**config.mk**
```make
export PLATFORM = sky130hd
export DESIGN_NAME = cri_blend
export DESIGN_NICKNAME = d
export VERILOG_FILES = /design/src/cri_pkg.sv /design/src/cri_blend.sv
export SDC_FILE = /design/constraint.sdc
export NUM_CORES = 2
export LEC_CHECK = 0
export BUFFER_PORTS_ARGS = -buffer_cell sky130_fd_sc_hd__buf_2
export CELL_PAD_IN_SITES_DETAIL_PLACEMENT = 0
export CELL_PAD_IN_SITES_GLOBAL_PLACEMENT = 1
export CORE_ASPECT_RATIO = 1.1
export CORE_MARGIN = 8
export CORE_UTILIZATION = 28
export CTS_BUF_LIST = sky130_fd_sc_hd__clkbuf_4
export DETAILED_ROUTE_END_ITERATION = 12
export GPL_ROUTABILITY_DRIVEN = 0
export GPL_TIMING_DRIVEN = 0
export PLACE_DENSITY = 0.51
export SLEW_MARGIN = 20
export SYNTH_ARGS = -nofsm -noshare
export SYNTH_HDL_FRONTEND = slang
export SYNTH_SLANG_ARGS = --single-unit
```
**constraint.sdc**
```tcl
create_clock -name i_clk -period 24.4 [get_ports i_clk]
set_input_delay 4.88 -clock i_clk [delete_from_list [all_inputs] [get_ports i_clk]]
set_output_delay 4.88 -clock i_clk [all_outputs]
set_load 0.1 [all_outputs]
```
**src/cri_pkg.sv**
```systemverilog
// Shared types and constants for the colour ramp interpolator.
// No dependencies.
package cri_pkg;

    localparam int unsigned MaxPointsDef = 16;
    localparam int unsigned HeightW      = 16;
    localparam int unsigned ChanW        = 8;
    localparam int unsigned ColourW      = 4 * ChanW;
    localparam int unsigned MaxShift     = 8;
    localparam int unsigned FracW        = MaxShift + 1;
    // numerator h - h1 and divisor h2 - h1 are both below 2^17
    localparam int unsigned DiffW        = HeightW + 1;
    // quotient numerator: diff << L, L up to MaxShift
    localparam int unsigned NumW         = DiffW + MaxShift;

    localparam logic [1:0] CfgNumPoints  = 2'd0;
    localparam logic [1:0] CfgBlendShift = 2'd1;
    localparam logic [1:0] CfgUseAlpha   = 2'd2;

    localparam logic FuncWrite = 1'b0;
    localparam logic FuncQuery = 1'b1;

    typedef logic [ColourW-1:0] t_colour;

    // the search result handed from the lookup to the divider
    typedef struct packed {
        logic               blend;   // 1: interpolate c1/c2, 0: pass c1
        logic [3:0]         lvl;
        logic               alpha;
        logic [DiffW-1:0]   num;
        logic [DiffW-1:0]   den;
        t_colour            c1;
        t_colour            c2;
    } t_seg;

endpackage

```
**src/cri_blend.sv**
```systemverilog
// Pipelined restoring divider for the fraction, then channel blend.
// Depends on cri_pkg.
module cri_blend (
    input  logic                   i_clk,
    input  logic                   i_rst_n,
    input  logic                   i_en,
    input  logic                   i_valid,
    input  cri_pkg::t_seg          i_seg,
    output logic                   o_valid,
    output cri_pkg::t_colour       o_colour
);
    localparam int unsigned NumW  = cri_pkg::NumW;
    localparam int unsigned DiffW = cri_pkg::DiffW;
    localparam int unsigned FracW = cri_pkg::FracW;
    localparam int unsigned ChanW = cri_pkg::ChanW;

    // one quotient bit per stage; only the low FracW bits matter since f <= 2^L
    // and num < den, so quotient < 2^L fits FracW bits; remainder < den.
    localparam int unsigned Steps = FracW;

    logic [Steps:0]          r_v;
    cri_pkg::t_seg           r_s  [Steps+1];
    logic [DiffW-1:0]        r_rem[Steps+1];
    logic [FracW-1:0]        r_q  [Steps+1];

    always_comb begin
        r_v[0]   = i_valid;
        r_s[0]   = i_seg;
        r_rem[0] = '0;
        r_q[0]   = '0;
    end

    // numerator is num << lvl; feed its bits MSB first. Bits of num above
    // the fraction range give zero quotient (num < den), so start with
    // rem = num >> (FracW - lvl) and shift in the rest.
    for (genvar s = 0; s < Steps; s++) begin : g_div
        logic [NumW-1:0]   w_n;
        logic [DiffW:0]    w_t;
        logic [DiffW-1:0]  w_r;
        always_comb begin
            w_n = NumW'(r_s[s].num) << r_s[s].lvl;
            if (s == 0) w_r = DiffW'(w_n >> FracW);
            else        w_r = r_rem[s];
            w_t = {w_r, w_n[FracW-1-s]};
        end
        always_ff @(posedge i_clk) begin
            if (!i_rst_n) r_v[s+1] <= 1'b0;
            else if (i_en) r_v[s+1] <= r_v[s];
        end
        always_ff @(posedge i_clk) begin
            if (i_en) begin
                r_s[s+1] <= r_s[s];
                if (w_t >= {1'b0, r_s[s].den}) begin
                    r_rem[s+1] <= DiffW'(w_t - {1'b0, r_s[s].den});
                    r_q[s+1]   <= {r_q[s][FracW-2:0], 1'b1};
                end else begin
                    r_rem[s+1] <= DiffW'(w_t);
                    r_q[s+1]   <= {r_q[s][FracW-2:0], 1'b0};
                end
            end
        end
    end

    // blend stage: 9x8 multiplies per channel, then shift
    logic [FracW-1:0]   w_scale, w_f, w_of;
    cri_pkg::t_colour   n_col;
    logic [FracW+ChanW:0] w_sum;
    cri_pkg::t_seg      w_s;

    always_comb begin
        w_s     = r_s[Steps];
        w_scale = FracW'(1) << w_s.lvl;
        w_f     = (r_q[Steps] > w_scale) ? w_scale : r_q[Steps];
        w_of    = w_scale - w_f;
        n_col   = w_s.c1;
        w_sum   = '0;
        if (w_s.blend) begin
            for (int k = 0; k < 4; k++) begin
                w_sum = (FracW+ChanW+1)'(w_f * w_s.c2[k*ChanW +: ChanW])
                      + (FracW+ChanW+1)'(w_of * w_s.c1[k*ChanW +: ChanW]);
                n_col[k*ChanW +: ChanW] = ChanW'(w_sum >> w_s.lvl);
            end
        end
        if (!w_s.alpha) n_col[3*ChanW +: ChanW] = '1;
    end

    always_ff @(posedge i_clk) begin
        if (!i_rst_n) o_valid <= 1'b0;
        else if (i_en) o_valid <= r_v[Steps];
    end

    always_ff @(posedge i_clk) begin
        if (i_en) o_colour <= n_col;
    end

endmodule
```
==> impl_summary.txt <==
----------------------------------------------------
[Synth]
  Sequential fraction of the synthesis area ... 48.8%
  #FFs+latches synth ... just over 1000
  EDFF count, synth ... 1015
  Flip-flop cell with the highest count after synthesis ... edfxtp_1
  Top-area cell type share of the netlist area ... 48.5%
  Count of unique library cells instantiated by Yosys ... 84
  Mean area per synthesized cell ... 12.4 sq um
  Net count after synthesis ... roughly 6100
  Largest area contributor in the netlist ... edfxtp_1
  Synth async-reset ratio ... 0%
  Instance count of the mapped netlist ... 5064
  Post-synthesis instance area ... 62900 sq um
  Largest cells by area after synthesis ... edfxtp_1 48%, fa_1 14%, ha_1 8.6%, inv_1 4.5%, and2_1 2.9%
  Total of warnings raised by yosys ... 0

[Drt]
  Met2 wirelength from detailed routing ... 79000 um
  Number of routed nets with antenna violations ... 0
  Drt via density ... around 4.5
  Drt total wl ... 165000 um
  Number of vias in the routed layout ... 38700
  Highest signal layer in the routed design ... met5
  WL met3 ... between 7000 and 8000 um
  Number of DRC violations after detailed routing ... 0
  Number of DRC markers in iteration 0 ... 2093
  First-pass DRT Iterations ... 6
  Detailed-routing wirelength on met1 ... approximately 73000 um
  Wirelength per Cell ... 19.1 um

[Global routing]
  First-pass GRT wire length ... 251000 um
  GRT Util Overall ... 13.7%
  Vias in the first global route ... around 42000
  Maximum number of pins on one net before global-route repair ... 145
  Antenna violations before repair ... 18
  Aggregate global routing overflow ... 0

[Layout]
  Fraction of final layout cells with drive strength greater than 1 ... 13.8%
  Area delta synth->final ... 13.4%
  Number of nets in the layout ... 6521

[Floorplanning]
  Core area ... 223000 sq um
  Die X-Extent ... 468 um
  Number of standard-cell rows in the floorplan ... approximately 180
  Top Ports ... 141
  Initial Util ... between 20% and 30%
  Height of the chip ... 513 um
  Die area ... 240000 sq um

[Timing]
  Maximum achievable frequency ... ~0.062 GHz
  Slew of the pin with the lowest slew margin ... between 1 and 1.5 ns
  Minimum period implied by the final worst setup slack ... 16.24 ns
  Worst hold margin ... 0.338 ns
  Portion of the clock cycle consumed by the worst path in the final layout ... 66.5%
  Final hold violation count ... 0
  Final-report max-slew violation count ... 0
  Setup_tns ... 0 ns
  RSZ-0062 raised after global routing ... false
  Max_slew headroom ... 21.0%
  Number of setup violations in the final report ... 0
  Clk_skew ... about 0.12 ns

[Hold path]
  WHS Endpoint ... r_q[3]
  Count of cells along the worst hold path ... 0
  Hold Path Class ... reg -> reg
  Hold path startpoint ... r_q[11]

[Worst setup path]
  Worst r2r path cells ... 46
  Crit-path slowest cell ... a2111oi_0
  Launching point of the worst reg2reg path ... r_s[99]
  Crit. End Element ... register
  CP Buf/Inv Count ... 7
  Largest fanout on the critical path ... 11
  Biggest cell delay along the critical path ... 1.03 ns
  R2R Path End ... o_colour[28]
  Category of the critical setup timing path ... reg -> reg
  Required arrival time at the worst endpoint ... 25.18 ns
  Worst setup SP type ... register
  Register-to-Register Setup Slack ... a little over 8 ns
  Crit path DAT ... 17.02 ns
  Most frequent cell on the critical path ... fa_1
  Worst path top cell family by delay ... compound AO/OA/AOI/OAI gates

[CTS]
  Post-cts hold buffer count ... 0
  Number of clock sinks seen by CTS ... 1025
  Root Buffer ... clkbuf_4
  TritonCTS clock tree ... done
  Worst skew pair latency ... 1.26 ns
  Post-cts sizing count ... 0
  Clock Pin Slew Worst Setup and Hold Paths ... 0.06 ns
  Deepest clock path buffer count ... 4
  H-tree depth reported by CTS ... 5
  Post-CTS Repair Setup Buffers ... 0
  Total clock buffers created by CTS ... a little over 300

[Run]
  Count of max-cap constraint violations ... 0

[Placement]
  Detailed placement HPWL ... between 100000 and 150000 um
  Total of buffers placed on input and output ports ... 140

[Run status]
  Outcome ... complete, no violations

----------------------------------------------------
-- per-stage QoR --
step / util (%) / setup WS, ns / std cells / area (sq um)
final: 31.9 / 8.16 / 8676 / 71300
after global placement: 30.1 / 1.92 / 8148 / 67200
after floorplan: - / 13.73 / 5064 / 62900
after global routing: 31.9 / 7.52 / 8669 / 71300
after CTS: 31.9 / 8.15 / 8661 / 71200
after detailed placement: 30.2 / 8.21 / 8158 / 67600
-- routing by layer --
metal	global-route usage (%)	vias to the layer above
met5	0	-
met4	5.88	2
met3	2.57	307
met2	22.9	856
met1	17.4	19100
li1	-	18500
-- sequential cells by signal, indices dropped and copies added, names as in the netlist --
register	cells
r_v	9
o_colour	32
g_div.w_r	136
r_s	802
o_valid	1
r_q	45
-- layout make-up --
cell class              count  area (sq um)
flip-flops and latches   1025         30700
multi-input cells        3120         28700
plain buffers             163           648
repair buffers            150           983
diodes                     15          37.5
well taps                2944          3680
clock buffers             440          3300
inverters                 756          2840
fillers                 22700        152000
clock inverters            63           365
-- how the worst max path moves through the flow --
stage	start	to	slack (ns)	depth (start not counted)
2_1_floorplan	r_s[99]	o_colour[6]	13.73	47
3_5_place_dp	r_s[99]	o_colour[28]	8.21	46
4_1_cts	r_s[99]	o_colour[28]	8.15	46
3_3_place_gp	i_en	r_s[16]	1.92	1
5_1_grt	r_s[99]	o_colour[28]	7.52	46
6_report	r_s[99]	o_colour[28]	8.16	46
-- cell families (layout without fill, tap and decap cells) --
group / after synthesis / in the layout / synth area share (%)
adders and majority gates: 887 / 887 / 23.1
and+or+nand+nor: 1170 / 1170 / 9.24
muxes: 226 / 226 / 4.12
buffers and inverters: 919 / 1572 / 5.52
DFF: 1025 / 1025 / 48.8
xor gates and xnor gates: 167 / 167 / 2.33
other: 0 / 15 / 0
AOI/OAI and AO/OA: 670 / 670 / 6.92
-- synth_stat cells (all sizes together), types with 59 or more instances --
master and n:
nand2 381, nor2 187, and2 291, mux2 112, mux2i 99, edfxtp 1015
inv 755, a21o 59, fa 453, clkbuf 133, a21oi 197, ha 434
nor2b 101, xnor2 113, o21ai 146
-- worst reg2reg max path, delay by kind of cell (launching register included) --
| family | cells | cell delay (ns) |
|---|---|---|
| AO/OA/AOI/OAI | 19 | 5.46 |
| XOR/XNOR | 2 | 0.60 |
| adder cells (fa/ha/maj) | 10 | 4.33 |
| buffers and inverters | 7 | 2.57 |
| flip-flops | 1 | 0.31 |
| multiplexers | 2 | 0.64 |
| AND/OR/NAND/NOR | 6 | 1.95 |
-- placed cells by master, fill, tap and decap left out, drive strengths merged, types with 26 or more instances in the layout --
cell / n
o21a: 30
nand4: 26
nor3: 46
mux2: 112
inv: 759
nand3: 48
a21o: 59
nor2: 187
a211oi: 52
fa: 453
nand2b: 32
clkbuf: 573
ha: 434
edfxtp: 1015
xnor2: 113
buf: 180
and2: 291
clkinv: 55
nand2: 381
a21oi: 197
o21ai: 146
xor2: 54
mux2i: 99
nor2b: 101
Power is not shown: default switching activity piles up to over one toggle a cycle in this logic, so the estimate is an artifact.
